[config.mk]
export PLATFORM = sky130hd
export DESIGN_NAME = two_class_priority_process_queue
export DESIGN_NICKNAME = d
export VERILOG_FILES = /design/src/rtl/core/tcpq_pkg.sv /design/src/rtl/core/tcpq_ram.sv /design/src/rtl/core/two_class_priority_process_queue.sv
export SDC_FILE = /design/constraint.sdc
export NUM_CORES = 1
export LEC_CHECK = 0
export BUFFER_PORTS_ARGS = -buffer_cell sky130_fd_sc_hd__buf_2
export CAP_MARGIN = 10
export CORE_MARGIN = 2
export CORE_UTILIZATION = 50
export DETAILED_ROUTE_END_ITERATION = 10
export PLACE_DENSITY = 0.64
export SLEW_MARGIN = 20
export SYNTH_ARGS = -nofsm -noshare
export SYNTH_HDL_FRONTEND = slang
export SYNTH_SLANG_ARGS = --single-unit
[constraint.sdc]
create_clock -name clk -period 5.5 [get_ports clk]
set_clock_uncertainty 0.2 [all_clocks]
set_input_delay 0.825 -clock clk [delete_from_list [all_inputs] [get_ports clk]]
set_output_delay 0.825 -clock clk [all_outputs]
set_load 0.01 [all_outputs]
[src/rtl/core/tcpq_pkg.sv]
`default_nettype none

package tcpq_pkg;

    // command codes
    localparam logic CMD_INSERT = 1'b0;
    localparam logic CMD_REMOVE = 1'b1;

    // result status codes
    localparam logic [1:0] STAT_INSERTED = 2'd0;
    localparam logic [1:0] STAT_REMOVED  = 2'd1;
    localparam logic [1:0] STAT_EMPTY    = 2'd2;
    localparam logic [1:0] STAT_FULL     = 2'd3;

    // one stored process record
    typedef struct packed {
        logic        is_system;
        logic [7:0]  prio_level;
        logic [15:0] proc_id;
        logic [15:0] burst_len;
    } proc_rec_t;

    localparam int REC_W = $bits(proc_rec_t);

    typedef logic [8:0] rank_key_t;

    // class bit above priority
    function automatic rank_key_t rank_key(input proc_rec_t rec);
        rank_key = {rec.is_system, rec.prio_level};
    endfunction

endpackage

`default_nettype wire

[src/rtl/core/tcpq_ram.sv]
`default_nettype none

module tcpq_ram #(
    parameter int WIDTH = 41,
    parameter int DEPTH = 16
) (
    input  wire logic                     clk,
    input  wire logic                     we,
    input  wire logic [$clog2(DEPTH)-1:0] waddr,
    input  wire logic [WIDTH-1:0]         wdata,
    input  wire logic                     re,
    input  wire logic [$clog2(DEPTH)-1:0] raddr,
    output logic      [WIDTH-1:0]         rdata
);

    logic [WIDTH-1:0] mem [DEPTH];

    // one write port, one registered read port
    always_ff @(posedge clk)
    begin
        if (we)
        begin
            mem[waddr] <= wdata;
        end
        if (re)
        begin
            rdata <= mem[raddr];
        end
    end

endmodule

`default_nettype wire

[src/rtl/core/two_class_priority_process_queue.sv]
`default_nettype none

// channel | direction | handshake           | payload
// in      | input     | in_valid / in_ready | command, proc_id, burst_len, prio_level,
//         |           |                     | is_system
// out     | output    | out_valid/out_ready | status, out_proc_id, out_burst_len,
//         |           |                     | out_prio_level, out_is_system
//
// insert, full-queue insert and empty-queue remove: the result passes through the DONE state
// into the output register, and a new word is accepted only back in IDLE. a remove sweeps
// the single read port of the record memory once to find the winner (SCAN), once to close
// the gap (SHIFT), then passes through DONE.
// rst_n clears the fill count and the sequencer; the record memory needs no clearing.
// a result waiting on out_ready does not block the next accept; the sequencer stalls
// only when a new result is ready while the previous one is still held.

module two_class_priority_process_queue #(
    parameter int QUEUE_DEPTH = 16
) (
    input  wire logic        clk,
    input  wire logic        rst_n,
    input  wire logic        in_valid,
    output logic             in_ready,
    input  wire logic        command,
    input  wire logic [15:0] proc_id,
    input  wire logic [15:0] burst_len,
    input  wire logic [7:0]  prio_level,
    input  wire logic        is_system,
    output logic             out_valid,
    input  wire logic        out_ready,
    output logic [1:0]       status,
    output logic [15:0]      out_proc_id,
    output logic [15:0]      out_burst_len,
    output logic [7:0]       out_prio_level,
    output logic             out_is_system
);

    import tcpq_pkg::*;

    localparam int IDX_W = $clog2(QUEUE_DEPTH);
    localparam int CNT_W = $clog2(QUEUE_DEPTH + 1);

    localparam logic [1:0] ST_IDLE  = 2'd0;
    localparam logic [1:0] ST_SCAN  = 2'd1;
    localparam logic [1:0] ST_SHIFT = 2'd2;
    localparam logic [1:0] ST_DONE  = 2'd3;

    logic [1:0]       state_reg, state_next;
    logic [CNT_W-1:0] count_reg, count_next;
    logic [CNT_W-1:0] ptr_reg, ptr_next;
    logic             pend_valid_reg, pend_valid_next;
    logic [IDX_W-1:0] pend_idx_reg, pend_idx_next;
    logic [IDX_W-1:0] best_idx_reg, best_idx_next;
    proc_rec_t        best_rec_reg, best_rec_next;
    logic [1:0]       res_status_reg, res_status_next;
    logic             out_valid_reg, out_valid_next;
    logic [1:0]       status_reg, status_next;
    proc_rec_t        out_rec_reg, out_rec_next;

    logic             ram_we;
    logic [IDX_W-1:0] ram_waddr;
    logic [REC_W-1:0] ram_wdata;
    logic             ram_re;
    logic [IDX_W-1:0] ram_raddr;
    logic [REC_W-1:0] ram_rdata;

    proc_rec_t        in_rec;
    proc_rec_t        rd_rec;
    logic             issue;

    assign in_rec = '{is_system: is_system, prio_level: prio_level,
                      proc_id: proc_id, burst_len: burst_len};
    assign rd_rec = proc_rec_t'(ram_rdata);

    tcpq_ram #(
        .WIDTH(REC_W),
        .DEPTH(QUEUE_DEPTH)
    ) u_store (
        .clk  (clk),
        .we   (ram_we),
        .waddr(ram_waddr),
        .wdata(ram_wdata),
        .re   (ram_re),
        .raddr(ram_raddr),
        .rdata(ram_rdata)
    );

    // read sweep runs while the pointer is below the fill count
    assign issue = (ptr_reg < count_reg);

    // sequencer
    always_comb
    begin
        state_next      = state_reg;
        count_next      = count_reg;
        ptr_next        = ptr_reg;
        pend_valid_next = pend_valid_reg;
        pend_idx_next   = pend_idx_reg;
        best_idx_next   = best_idx_reg;
        best_rec_next   = best_rec_reg;
        res_status_next = res_status_reg;
        out_valid_next  = out_valid_reg;
        status_next     = status_reg;
        out_rec_next    = out_rec_reg;
        ram_we          = 1'b0;
        ram_waddr       = count_reg[IDX_W-1:0];
        ram_wdata       = in_rec;
        ram_re          = 1'b0;
        ram_raddr       = ptr_reg[IDX_W-1:0];

        if (out_valid_reg && out_ready)
        begin
            out_valid_next = 1'b0;
        end

        case (state_reg)
            ST_IDLE:
            begin
                if (in_valid)
                begin
                    state_next = ST_DONE;
                    if (command == CMD_INSERT)
                    begin
                        if (count_reg < CNT_W'(QUEUE_DEPTH))
                        begin
                            ram_we          = 1'b1;
                            count_next      = count_reg + CNT_W'(1);
                            res_status_next = STAT_INSERTED;
                        end
                        else
                        begin
                            res_status_next = STAT_FULL;
                        end
                    end
                    else if (count_reg == '0)
                    begin
                        res_status_next = STAT_EMPTY;
                    end
                    else
                    begin
                        res_status_next = STAT_REMOVED;
                        ptr_next        = '0;
                        pend_valid_next = 1'b0;
                        state_next      = ST_SCAN;
                    end
                end
            end

            ST_SCAN:
            begin
                // issue one read, compare the word read last cycle
                ram_re          = issue;
                pend_valid_next = issue;
                pend_idx_next   = ptr_reg[IDX_W-1:0];
                if (issue)
                begin
                    ptr_next = ptr_reg + CNT_W'(1);
                end
                if (pend_valid_reg)
                begin
                    if ((pend_idx_reg == '0) || (rank_key(rd_rec) > rank_key(best_rec_reg)))
                    begin
                        best_rec_next = rd_rec;
                        best_idx_next = pend_idx_reg;
                    end
                end
                if (!issue && !pend_valid_reg)
                begin
                    ptr_next   = CNT_W'(best_idx_reg) + CNT_W'(1);
                    state_next = ST_SHIFT;
                end
            end

            ST_SHIFT:
            begin
                // move each later word down one slot over the winner
                ram_re          = issue;
                pend_valid_next = issue;
                pend_idx_next   = ptr_reg[IDX_W-1:0];
                if (issue)
                begin
                    ptr_next = ptr_reg + CNT_W'(1);
                end
                if (pend_valid_reg)
                begin
                    ram_we    = 1'b1;
                    ram_waddr = pend_idx_reg - IDX_W'(1);
                    ram_wdata = ram_rdata;
                end
                if (!issue && !pend_valid_reg)
                begin
                    count_next = count_reg - CNT_W'(1);
                    state_next = ST_DONE;
                end
            end

            ST_DONE:
            begin
                // load the output register once it is free
                if (!out_valid_reg || out_ready)
                begin
                    out_valid_next = 1'b1;
                    status_next    = res_status_reg;
                    out_rec_next   = (res_status_reg == STAT_REMOVED) ? best_rec_reg : '0;
                    state_next     = ST_IDLE;
                end
            end

            default:
            begin
                state_next = ST_IDLE;
            end
        endcase
    end

    // control state
    always_ff @(posedge clk or negedge rst_n)
    begin
        if (!rst_n)
        begin
            state_reg      <= ST_IDLE;
            count_reg      <= '0;
            pend_valid_reg <= 1'b0;
            out_valid_reg  <= 1'b0;
        end
        else
        begin
            state_reg      <= state_next;
            count_reg      <= count_next;
            pend_valid_reg <= pend_valid_next;
            out_valid_reg  <= out_valid_next;
        end
    end

    // payload and pointers
    always_ff @(posedge clk)
    begin
        ptr_reg        <= ptr_next;
        pend_idx_reg   <= pend_idx_next;
        best_idx_reg   <= best_idx_next;
        best_rec_reg   <= best_rec_next;
        res_status_reg <= res_status_next;
        status_reg     <= status_next;
        out_rec_reg    <= out_rec_next;
    end

    assign in_ready       = (state_reg == ST_IDLE);
    assign out_valid      = out_valid_reg;
    assign status         = status_reg;
    assign out_proc_id    = out_rec_reg.proc_id;
    assign out_burst_len  = out_rec_reg.burst_len;
    assign out_prio_level = out_rec_reg.prio_level;
    assign out_is_system  = out_rec_reg.is_system;

    // fill count stays within the memory
    assert property (@(posedge clk) disable iff (!rst_n)
        count_reg <= CNT_W'(QUEUE_DEPTH))
    else $error("fill count beyond queue depth");

    // a search only starts on a non-empty queue
    assert property (@(posedge clk) disable iff (!rst_n)
        (state_reg == ST_SCAN) |-> (count_reg != '0))
    else $error("search running on empty queue");

    // an accepted insert with room grows the count by one
    assert property (@(posedge clk) disable iff (!rst_n)
        (in_valid && in_ready && (command == CMD_INSERT) && (count_reg < CNT_W'(QUEUE_DEPTH)))
        |=> (count_reg == $past(count_reg) + CNT_W'(1)))
    else $error("insert did not grow the queue");

    // only a removal carries a record
    assert property (@(posedge clk) disable iff (!rst_n)
        (out_valid && (status != STAT_REMOVED))
        |-> ((out_proc_id == '0) && (out_burst_len == '0) && (out_prio_level == '0)
             && !out_is_system))
    else $error("record fields set on a non-removal result");

endmodule

`default_nettype wire

* Yosys cells after proc, flatten, opt, wreduce, memory -nomap -nowiden
Memory sizes are Yosys's and may differ from the RTL's. A register that Yosys moved wholly into a read port is not among the register bits.
Cells that the tools add are included.
** Operators by class
- Multiplexer cells :: 40
- Reductions and logical operators :: 21
- Magnitude comparators :: 3
- Equal/unequal tests :: 12
- Add/sub/neg operators :: 5
** Operator list (count)
- $mux 41 :: 2
- $mux 5 :: 9
- $mux 2 :: 9
- $pmux 5 s3 :: 1
- $mux 1 :: 13
- $ne 2x2->1 const B :: 6
- $reduce_and 4->1 :: 3
- $add 5x1->5 const B :: 2
- $pmux 5 s2 :: 1
- $gt 9x9->1 :: 1
- $mux 4 :: 2
- $pmux 2 s4 :: 1
- $add 4x1->5 const B :: 1
- $logic_not 5->1 :: 1
- $lt 5x5->1 :: 1
- $lt 5x5->1 const B :: 1
- $reduce_and 5->1 :: 1
- $sub 5x1->5 const B :: 1
- $eq 2x1->1 const B :: 2
- $eq 2x2->1 const B :: 2
- $logic_not 4->1 :: 1
- $ne 2x1->1 const B :: 2
- $pmux 1 s2 :: 2
- $reduce_and 2->1 :: 2
- 9 further kinds :: 14
** Storage, ports and cells
- Logic and storage cells :: 99
- Input bits :: 46
- Output and inout port bits :: 45
- Memory bits (writable) :: 656
- Flip-flop bits (word level) :: 108
- Memories kept :: 1
** Memory list
- u_store.mem :: words 16, bits a word 41, read ports 1, clocked after Yosys merged registers in 1, write ports 1, RTL line tcpq_ram.sv:16 : logic [WIDTH-1:0] mem [DEPTH];

* Logic depth before layout (Yosys ltp)
Gate-level depths: netlist of run 1.
- Depth in word-level cells :: 7
- Mapped depth :: 10
- Gate-level depth less buffers :: 9

* Modules after synthesis
From an unflattened synthesis of run 1, not the netlist that was laid out.
** Second synthesis, totals
- Cell total of the unflattened synthesis :: 1418
- Area total of the unflattened synthesis :: 30843.3 um^2
** By module, submodules not included
- tcpq_ram :: times used 1, area each 25779.7 um^2, cells each 1066, sequential area each 20930.1 um^2
- two_class_priority_process_queue :: times used 1, area each 5063.6 um^2, cells each 352, sequential area each 3198.1 um^2

* Least setup slack after synthesis of run 1
OpenSTA, ideal clock, no wires.
- Path type :: register to register
- Start :: register u_store.rdata[36], read port of u_store.mem
- End :: register best_idx_reg[0], enable pin
- Required time :: 4796 ps
- Setup time :: 504 ps
- Stages on the path, launching flop included :: 7
- Arrival :: 4203 ps
- Period minus slack after synthesis :: 4906 ps
- Setup slack :: 594 ps
- Buffers on the path :: 0
- Cells stage by stage :: edfxtp_1 ha_1 nand3_1 o21bai_1 a21oi_1 a2111oi_0 nor3_1
** On the way
- Cells in the longest elaborated chain, start to end :: 3
** Ends and longest elaborated chain
- start: declaration :: RTL line tcpq_ram.sv:13 : output logic [WIDTH-1:0] rdata
- $gt 9x9->1 :: RTL line two_class_priority_process_queue.sv:161 : if ((pend_idx_reg == '0) || (rank_key(rd_rec) > rank_key(best_rec_reg)))
- $logic_or 1x1->1 :: RTL line two_class_priority_process_queue.sv:161
- $reduce_and 3->1 (no line)
- end signal: assignment :: RTL line two_class_priority_process_queue.sv:240 : best_idx_reg <= best_idx_next;
- end: declaration :: RTL line two_class_priority_process_queue.sv:53 : logic [IDX_W-1:0] best_idx_reg, best_idx_next;
No other way between the ends.
A chain may end at the register's enable or synchronous reset.

* Worst setup path in the final report of run 1
- Start :: register state_reg[0]
- End :: memory u_store.mem[3][13], enable pin
** On the way
- Cells in the longest elaborated chain, start to end :: 4
- Elaborated cells between the ends (all ways) :: 6
- Classes of those cells :: eq/ne: 1; mux: 4; reduce/logical: 1
** Ends and longest elaborated chain
- start: declaration :: RTL line two_class_priority_process_queue.sv:48 : logic [1:0] state_reg, state_next;
- start signal: assignment :: RTL line two_class_priority_process_queue.sv:228 : state_reg <= state_next;
- $eq 2x2->1 / $logic_not 2->1 (equally long branches) :: RTL line two_class_priority_process_queue.sv:116 : case (state_reg)
- $pmux 1 s2 :: RTL line two_class_priority_process_queue.sv:116
- $mux 1 :: RTL line tcpq_ram.sv:21 : if (we)
- $mux 1 (implied by the code) :: RTL line tcpq_ram.sv:23 : mem[waddr] <= wdata;
- end: declaration :: RTL line tcpq_ram.sv:16
Parallel ways exist; a longest one is shown, timed or not.

==> impl_metrics.yaml, run 1 <==
drt:
  vias: 13900
  ant_nets: 0
  wire_per_inst_um: 27.8
  drt_iter0_markers: 1432
  drc: 0
  viasPerCell: 5.99
  routed_wl_um: 64600
  drt-pass1-iter-count: 7
floorplan:
  num_rows: 91
  die_w_um: 253
  core_um2: 61500
  design.die.area_um2: 64000
  initial_core_util_pct: 50.4
  io_pins: 91
  die_h_um: 253
critical_path:
  required_ns: 5.59
  crit_slowest_cell: "nor2_4"
  worstSetupPathType: "reg -> reg"
  slowest_delay_ns: 0.92
  end_kind: "register"
  cp.arrival_ns: 4.12
  cp_max_fo: 26
  cpLargestDelayFamily: "simple AND/OR/NAND/NOR gates"
  start_kind: "register"
  cp.depth: 7
  path_cells: "inv_1 -> ha_1 -> and2_2 -> and2_1 -> a32oi_1 -> nor2_4 -> buf_4"
  reg2regPathDepth: 7
  cp_num_buf_inv: 2
cells_and_area:
  area_growth_pct: 13.6
  largest_reg_flops: 656
  layout.nets: 1544
  fin_area_um2: 35200
  drive_above_1_share_pct: 32.7
outcome:
  outcome: "complete, no violations"
global_routing:
  grt_pass1_vias: 14600
  use_met3_pct: 3.41
  grtUsageMet1_pct: 30.4
  grtUsageMet2_pct: 32.9
  overflow: 0
  grt_max_degree: 169
  grt_first_pass_wirelength_um: 96400
  antenna_found_initial: 0
  grt_usage_pct: 20.9
  busiest_layer: "met2"
synthesis:
  synth_mux_area_share_pct: 16.5
  synth_xor_area_share_pct: 0.396
  synth-seq-area-share_pct: 77.8
  synth_compound_area_share_pct: 0.985
  syn_inst: 1321
  synth_nets: 1392
  yosys.area.top_type: "edfxtp_1"
  syn_area_um2: 31000
  synthSimpleGateAreaFrac_pct: 1.82
  synth_top_area_share_pct: 77.1
  yosysWarningCount: 0
  synthAdderAreaFrac_pct: 1.03
  synth-seq-cells: 805
  synth-main-ff-cell: "edfxtp_1"
  synth_area_leaders: "edfxtp_1 (77%), mux4_2 (15%), mux2_2 (1.5%)"
  synth_cell_type_count: 47
  syn_avg_cell_area_um2: 23.5
  synth_top_family_by_area: "multiplexers"
  synth_most_common_cell: "edfxtp_1"
  synthArstFlopShare_pct: 1.12
  synth_edf_count: 796
  synth_common_cells: "edfxtp_1 (796), mux4_2 (205), and2_1 (47), mux2_2 (40), clkbuf_1 (29)"
timing:
  period_needed_ns: 4.02
  fmax_ghz: 0.249
  relSlewSlack_pct: 19.9
  rsz0062_at_grt: "no"
  setup-violations-final: 0
  period_share_pct: 73.1
  hold_viol: 0
  finalMaxSlewViolations: 0
  fin_ws_ns: 1.48
  worstMarginPinSlew_ns: 1.20
  setup_tns_ns: 0
clocking:
  cts_root_buf: "clkbuf_16"
  cts_resized: 0
  numCtsBuffers: 82
  cts_buffer_depth: 3
  cts_sinks: 805
  clk_latency_ns: 0.62
  h-tree-depth: 3
  clk_pin_slew_worst_paths_ns: 0.06
  cts_hold_buf: 1
  cts_tree: "built"
  post-cts-setup-buffers: 0
placed_design:
  dp_hpwl_um: 34700
  gp_congestion: 0.848
  io_buffers: 90
  place_ws_ns: 1.46
  placed_area_um2: 32500
pwr:
  p_total_mw: 19.0
  ir_drop_uv: 426
  leakage_nw: 11.2
  powerDensity_nw_per_um2: 539
worst_hold_path:
  hold_path_depth: 0
  min_path_type: "reg -> reg"
job:
  cap_viol_max_count: 0
[metrics by stage]
step	instances	utilization, %	hold slack, ns
3_3_place_gp	2175	52.8	0.227
2_1_floorplan	1321	-	0.218
5_1_grt	2323	57.3	0.260
4_1_cts	2322	57.2	0.247
6_report	2324	57.3	0.245
3_5_place_dp	2177	52.9	0.232
[final timing paths]
check	to	startpoint	slack [ns]
min reg2reg	best_rec_reg[1]	u_store.rdata[1]	0.24
min in group asynchronous	count_reg[4]	rst_n	0.39
max reg2reg	u_store.mem[3][13]	state_reg[0]	1.48
max in group asynchronous	pend_valid_reg	rst_n	4.52
max	u_store.mem[3][13]	state_reg[0]	1.48
min	best_rec_reg[1]	u_store.rdata[1]	0.24
[report_power, final]
part | internal (mW) | total, mW | switching (mW)
clock network | 3.21 | 5.47 | 2.26
registers | 8.27 | 8.63 | 0.359
logic | 2.03 | 4.87 | 2.84
[final cells by class]
class / instances / area, um2
inverters: 21 / 78.8
multi-input cells: 437 / 6580
fillers: 4448 / 26300
clock buffers: 108 / 2210
diodes: 1 / 2.50
repair buffers: 126 / 808
clock inverters: 36 / 419
flip-flops and latches: 805 / 24100
well taps: 790 / 988
[logic make-up (layout without fill, tap and decap cells)]
family | Yosys count | after routing
other | 0 | 1
multiplexers | 251 | 251
adder cells (fa/ha/maj) | 25 | 25
AO/OA/AOI/OAI | 42 | 42
AND/OR/NAND/NOR | 105 | 105
buffers and inverters | 79 | 291
flip-flops | 805 | 805
XOR/XNOR | 14 | 14
[cells in the final DEF (no fill, tap or decap), types with 6 or more instances in the layout]
| master | Yosys | routed |
|---|---|---|
| mux2_2 | 40 | 40 |
| buf_2 | 6 | 90 |
| a21o_1 | 6 | 6 |
| clkinv_1 | 0 | 13 |
| nand2_1 | 8 | 8 |
| o22ai_1 | 6 | 6 |
| clkbuf_1 | 29 | 23 |
| edfxtp_1 | 796 | 796 |
| nor2_1 | 27 | 11 |
| xnor2_1 | 7 | 7 |
| dfrtp_1 | 9 | 9 |
| nor2_4 | 0 | 16 |
| bufinv_16 | 0 | 8 |
| a32oi_1 | 7 | 7 |
| xor2_1 | 7 | 7 |
| inv_1 | 21 | 21 |
| and2_1 | 47 | 44 |
| clkbuf_16 | 0 | 85 |
| buf_4 | 1 | 30 |
| ha_1 | 24 | 24 |
| clkinv_2 | 0 | 9 |
| mux4_2 | 205 | 205 |
| a21oi_1 | 6 | 6 |
[metal layers]
| metal | share of wire, % | wire (um) | up-vias |
|---|---|---|---|
| met5 | 0 | 0 | - |
| met4 | 1.9 | 1240 | 0 |
| met3 | 6.5 | 4200 | 91 |
| met2 | 49 | 31300 | 502 |
| met1 | 43 | 27800 | 7465 |
| li1 | - | - | 5871 |
Power figures use the tool's default switching activity.
==> run 2, diff against run 1 <==
--- a/config.mk
+++ b/config.mk
@@ -10,7 +10,7 @@
 export CORE_MARGIN = 2
 export CORE_UTILIZATION = 50
 export DETAILED_ROUTE_END_ITERATION = 10
-export PLACE_DENSITY = 0.64
+export PLACE_DENSITY = 0.67
 export SLEW_MARGIN = 20
 export SYNTH_ARGS = -nofsm -noshare
 export SYNTH_HDL_FRONTEND = slang
==> constraint.sdc (replaced) <==
create_clock -name clk -period 3.3 [get_ports clk]
set_clock_uncertainty 0.2 [all_clocks]
set_input_delay 0.495 -clock clk [delete_from_list [all_inputs] [get_ports clk]]
set_output_delay 0.495 -clock clk [all_outputs]
set_load 0.01 [all_outputs]
==> run 2 against run 1 <==
Effect of this change:
- cell count is 1.5% higher
- core utilization is 0.32 points higher
- non-clock buffer count is 38 higher
- first-iteration DRC count is 8.3% lower
==> impl_metrics.yaml, run 2 (synthesized netlist as in run 1, its figures left out) <==
timing:
  worstMarginPinSlew_ns: 1.01
  hold_viol: 0
  hold_ws_ns: 0.0602
  rsz0062_at_grt: "no"
  period_needed_ns: 3.16
  setup-violations-final: 0
  finalMaxSlewViolations: 0
  fmax_ghz: 0.316
  period_share_pct: 95.8
  relSlewSlack_pct: 32.3
cells_and_area:
  mostFrequentLayoutCells: "edfxtp_1 (796), mux4_2 (205), buf_2 (90)"
  layout_commonest_cell: "edfxtp_1"
  final_cells: 2360
  area_growth_pct: 14.2
  largest_reg_flops: 656
  layout.nets: 1580
  drive_above_1_share_pct: 34.3
  diodes: 0
clocking:
  h-tree-depth: 3
  numCtsBuffers: 79
  cts_buffer_depth: 3
  cts_sinks: 805
  clk_latency_ns: 0.62
  cts_tree: "built"
  post-cts-setup-buffers: 0
  cts_root_buf: "clkbuf_16"
  clk_pin_slew_worst_paths_ns: 0.06
critical_path:
  worstSetupPathType: "reg -> reg"
  cp_max_fo: 23
  start_kind: "register"
  end_kind: "register"
  required_ns: 3.39
  cp.arrival_ns: 3.25
  crit_path_start: "state_reg[0]"
  reg2reg_from: "state_reg[0]"
drt:
  routed_wl_um: 65300
  drt_iter0_markers: 1313
  wire_per_inst_um: 27.7
  drt-pass1-iter-count: 5
  ant_nets: 0
  drc: 0
  viasPerCell: 6.01
  vias: 14200
global_routing:
  grt_max_degree: 72
  antenna_found_initial: 1
  grtUsageMet2_pct: 31.4
  grt_pass1_vias: 14600
  grtUsageMet1_pct: 30.6
  overflow: 0
  grt_first_pass_wirelength_um: 95900
  busiest_layer: "met2"
  grt_usage_pct: 20.8
  use_met3_pct: 4.55
worst_hold_path:
  min_path_type: "in -> async"
pwr:
  p_comb_share_pct: 27.2
  intPower_mw: 22.3
  switching_power_mw: 9.19
  ir_drop_uv: 758
  p_total_mw: 31.5
  leakage_nw: 11.4
  powerDensity_nw_per_um2: 890
  p_sw_share_pct: 29.2
  clkPwrFrac_pct: 27.5
  pwr-share-seq_pct: 45.4
floorplan:
  io_pins: 91
  die_h_um: 253
  core_um2: 61500
  num_rows: 91
  initial_core_util_pct: 50.4
  die_w_um: 253
  design.die.area_um2: 64000
placed_design:
  io_buffers: 90
  gp_congestion: 0.817
  dp_hpwl_um: 36900
  placed_cells: 2214
outcome:
  outcome: "complete, no violations"
job:
  cap_viol_max_count: 0
## run 2: cell count changes in the layout (fill, tap and decap cells not counted), sizes merged
cell,delta
diode,-1
inv,+1
buf,+36
dlygate4sd3,+2
clkinv,+3
clkinvlp,+5
nor2,+1
clkbuf,-8
bufinv,-3
## run 2: layer usage
layer,routed length [um],up-vias,part of all wire [%]
met5,12,-,0.018
met4,1440,2,2.2
met3,4540,94,6.9
met2,30400,549,47
met1,28900,7586,44
li1,-,5952,-
## run 2: final cells by class
class	count	area (um2)
fillers	4403	26100
flip-flops and latches	805	24100
multi-input cells	438	6590
clock buffers	100	2120
repair buffers	164	1150
well taps	790	988
clock inverters	42	352
inverters	21	78.8
## run 2: worst max-delay path, cell delays in order (launching register included)
cell and delay (ns):
dfrtp_1 0.37, inv_1 0.08, ha_1 0.25, nand2_2 0.13, and3_1 0.24, and3_1 0.19, a31oi_1 0.06, buf_4 0.19
buf_4 0.15, nor2_4 0.62, buf_12 0.32
## run 2: final timing paths
kind                       slack, ns  cells past startpoint            endpoint
hold / removal                  0.06                      2           out_valid
max in group asynchronous       2.64                      2        count_reg[0]
min in group clk                0.10                      3      pend_valid_reg
hold reg to reg                 0.24                      0     best_rec_reg[0]
setup reg to reg                0.14                     10  u_store.mem[5][38]
setup / recovery                0.14                     10  u_store.mem[5][38]
## run 2: power by group through the flow
stage / combinational, mW / sequential [mW] / clock, mW
6_report: 8.57 / 14.3 / 8.66
5_1_grt: 9.21 / 14.4 / 9.19
4_1_cts: 8.64 / 14.3 / 8.81
3_5_place_dp: 8.60 / 14.5 / 0
3_3_place_gp: 8.43 / 14.5 / 0
2_1_floorplan: 5.76 / 14.4 / 0
## run 2: through the flow
| stage | worst slack [ns] | area [um2] | setup TNS [ns] | utilization, % |
|---|---|---|---|---|
| floorplan | -0.665 | 31000 | -355.16 | - |
| detailed placement | 0.120 | 32900 | 0 | 53.5 |
| global placement | 0.137 | 32900 | 0 | 53.5 |
| global route | 0.0507 | 35400 | 0 | 57.6 |
| finish | 0.139 | 35400 | 0 | 57.6 |
| CTS | 0.100 | 35400 | 0 | 57.6 |
## run 2: repair_timing
item | 4_1_cts | 5_1_grt
hold buffers | 3 | 0
endpoints found under the hold margin | 11 | 0
setup endpoints to repair | 0 | 18
gates resized for setup | 0 | 1
==> run 3, diff against run 2 <==
--- a/config.mk
+++ b/config.mk
@@ -5,10 +5,12 @@
 export SDC_FILE = /design/constraint.sdc
 export NUM_CORES = 1
 export LEC_CHECK = 0
+export ABC_AREA = 1
 export BUFFER_PORTS_ARGS = -buffer_cell sky130_fd_sc_hd__buf_2
 export CAP_MARGIN = 10
 export CORE_MARGIN = 2
 export CORE_UTILIZATION = 50
+export CTS_CLUSTER_DIAMETER = 60
 export DETAILED_ROUTE_END_ITERATION = 10
 export PLACE_DENSITY = 0.67
 export SLEW_MARGIN = 20
==> run 3 against run 2 <==
Effect of this change:
- sequential share of layout area down 2.7 points
- largest cell class unchanged
- routed wire length up 19%
- non-clock buffer count up 10
- core utilization fell by 0.073 points
- via count grew 43%
- highest routed layer is now met4
- critical path type unchanged
- synthesized cell count increased by 90%
- critical path depth fell by 1
- combinational power grew 13%
- final area is 4.1% higher
- count of clock-buffer cells in the layout fell by 2
==> impl_metrics.yaml, run 3 <==
synthesis:
  synth-seq-area-share_pct: 74.8
  synth-main-ff-cell: "edfxtp_1"
  yosysWarningCount: 0
  synth_edf_count: 796
  synthArstFlopShare_pct: 1.12
  synth_area_leaders: "edfxtp_1 (74%), nor2_1 (6.5%), o21ai_0 (4.5%)"
  yosys.area.top_type: "edfxtp_1"
  synth_most_common_cell: "edfxtp_1"
  synth_nets: 2576
  synth_cell_type_count: 31
  synth-seq-cells: 805
  syn_area_um2: 32200
  syn_inst: 2505
  synth_common_cells: "edfxtp_1 (796), nor2_1 (559), o21ai_0 (290), nand2_1 (237), o211ai_1 (164)"
  syn_avg_cell_area_um2: 12.9
  synth_top_area_share_pct: 74.1
timing:
  finalMaxSlewViolations: 0
  rsz0062_at_grt: "no"
  hold_viol: 0
  setup_tns_ns: 0
  hold_ws_ns: 0.0776
  fin_ws_ns: 0.340
  worstMarginPinSlew_ns: 0.817
  period_needed_ns: 2.96
  period_share_pct: 89.7
  setup-violations-final: 0
  fmax_ghz: 0.338
  relSlewSlack_pct: 45.5
pwr:
  switching_power_mw: 11.2
  leakage_nw: 12.6
  ir_drop_uv: 702
  clkPwrFrac_pct: 28.7
  p_sw_share_pct: 34.6
  pwr-share-seq_pct: 41.5
  p_comb_share_pct: 29.8
  p_total_mw: 32.4
  intPower_mw: 21.2
  powerDensity_nw_per_um2: 879
clocking:
  clk_pin_slew_worst_paths_ns: 0.06
  post-cts-setup-buffers: 0
  cts_buffer_depth: 3
  h-tree-depth: 3
  cts_tree: "built"
  cts_root_buf: "clkbuf_16"
  numCtsBuffers: 83
  clk_latency_ns: 0.63
  cts_sinks: 805
  cts_resized: 0
floorplan:
  num_rows: 93
  design.die.area_um2: 66500
  die_h_um: 258
  die_w_um: 258
  core_um2: 64100
  io_pins: 91
  initial_core_util_pct: 50.3
critical_path:
  cp.arrival_ns: 3.08
  crit_slowest_cell: "nor2_4"
  path_cells: "inv_1 -> ha_1 -> nand2_1 -> inv_1 -> nand2_1 -> nand2_1 -> nand3_1 -> nor2_4 -> buf_12"
  start_kind: "register"
  required_ns: 3.42
  cpLargestDelayFamily: "simple AND/OR/NAND/NOR gates"
  crit_top_cell: "nand2_1"
  end_kind: "register"
  worstSetupPathType: "reg -> reg"
  cp_max_fo: 19
  cp_num_buf_inv: 3
  slowest_delay_ns: 0.48
drt:
  drt_iter0_markers: 2469
  drc: 0
  ant_nets: 0
  viasPerCell: 5.72
  wire_per_inst_um: 22.0
  drt-pass1-iter-count: 7
  vias: 20200
  routed_wl_um: 77700
placed_design:
  dp_hpwl_um: 43800
  place_ws_ns: 0.413
  placed_area_um2: 34100
  io_buffers: 90
  placed_cells: 3381
  gp_congestion: 0.832
cells_and_area:
  final_cells: 3534
  largest_reg_flops: 656
  layout_commonest_cell: "edfxtp_1"
  diodes: 0
  layout.nets: 2685
  register_area_um2: 24100
  postLayoutCoreUtil_pct: 57.5
  drive_above_1_share_pct: 12.1
  fillers: 4979
  mostFrequentLayoutCells: "edfxtp_1 (796), nor2_1 (542), o21ai_0 (290)"
  area_growth_pct: 14.4
  fin_area_um2: 36900
  multi_input_area_um2: 7190
global_routing:
  grt_max_degree: 155
  overflow: 0
  grt_first_pass_wirelength_um: 119000
  antenna_found_initial: 0
  grt_usage_pct: 23.5
  grt_pass1_vias: 19900
job:
  cap_viol_max_count: 0
worst_hold_path:
  min_path_type: "in -> async"
outcome:
  outcome: "complete, no violations"
-- run 3: cell count changes after synthesis, sizes merged, moves of 52 or more --
cell and change:
nor2 +532, nand2 +234, o211ai +162, o21ai +387, inv +58, nand3 +52
mux4 -205
-- run 3: area by class of cell --
cell class	count	area share, %
tap	855	2.90
clock inverter	52	1.53
sequential	805	65.4
inverter	82	0.855
multi-input combinational	1468	19.5
clock buffer	98	5.84
timing repair buffer	174	3.97
-- run 3: kinds of logic after synthesis --
kind of cell	Yosys count	share of synthesized area [%]
compound gates	574	10.2
xor+xnor	9	0.244
buf+inv	232	3.35
fa+ha+maj	25	0.993
flops	805	74.8
simple gates	860	10.4
-- run 3: power groups by stage --
stage               combinational [mW]  sequential, mW  clock, mW
floorplan                         6.40            13.6          0
global placement                  9.35            13.6          0
detailed placement                9.58            13.7          0
CTS                               9.66            13.5       9.45
global route                      10.7            13.5       9.82
finish                            9.66            13.5       9.31
-- run 3: worst paths after layout --
check                                        from                 to  depth (start not counted)  slack [ns]
max in group asynchronous                   rst_n          out_valid                          2        2.62
worst max register to register       state_reg[0]  u_store.mem[1][0]                          9        0.34
worst min register to register  u_store.rdata[21]   best_rec_reg[21]                          0        0.25
worst min-delay path                        rst_n       count_reg[4]                          2        0.08
min in group clk                         in_valid  res_status_reg[1]                          3        0.10
worst max-delay path                 state_reg[0]  u_store.mem[1][0]                          9        0.34
-- run 3: layer usage --
layer | share of wire (%) | vias to the layer above | GRT usage, %
met1 | 43 | 10000 | 34.4
met3 | 7.4 | 100 | 2.99
met5 | 0 | - | 0
met4 | 2.0 | 0 | 6.76
met2 | 47 | 858 | 37.2
li1 | - | 9243 | -
-- run 3: worst reg2reg max path, cell delays in order (launching register included) --
cell and delay [ns]:
dfrtp_1 0.41, inv_1 0.10, ha_1 0.30, nand2_1 0.11, inv_1 0.12, nand2_1 0.10, nand2_1 0.21, nand3_1 0.38
nor2_4 0.48, buf_12 0.24
-- run 3: what timing repair did --
item	in CTS	in global routing
endpoints found under the setup margin	0	0
hold buffers	3	0
hold endpoints to repair	11	0
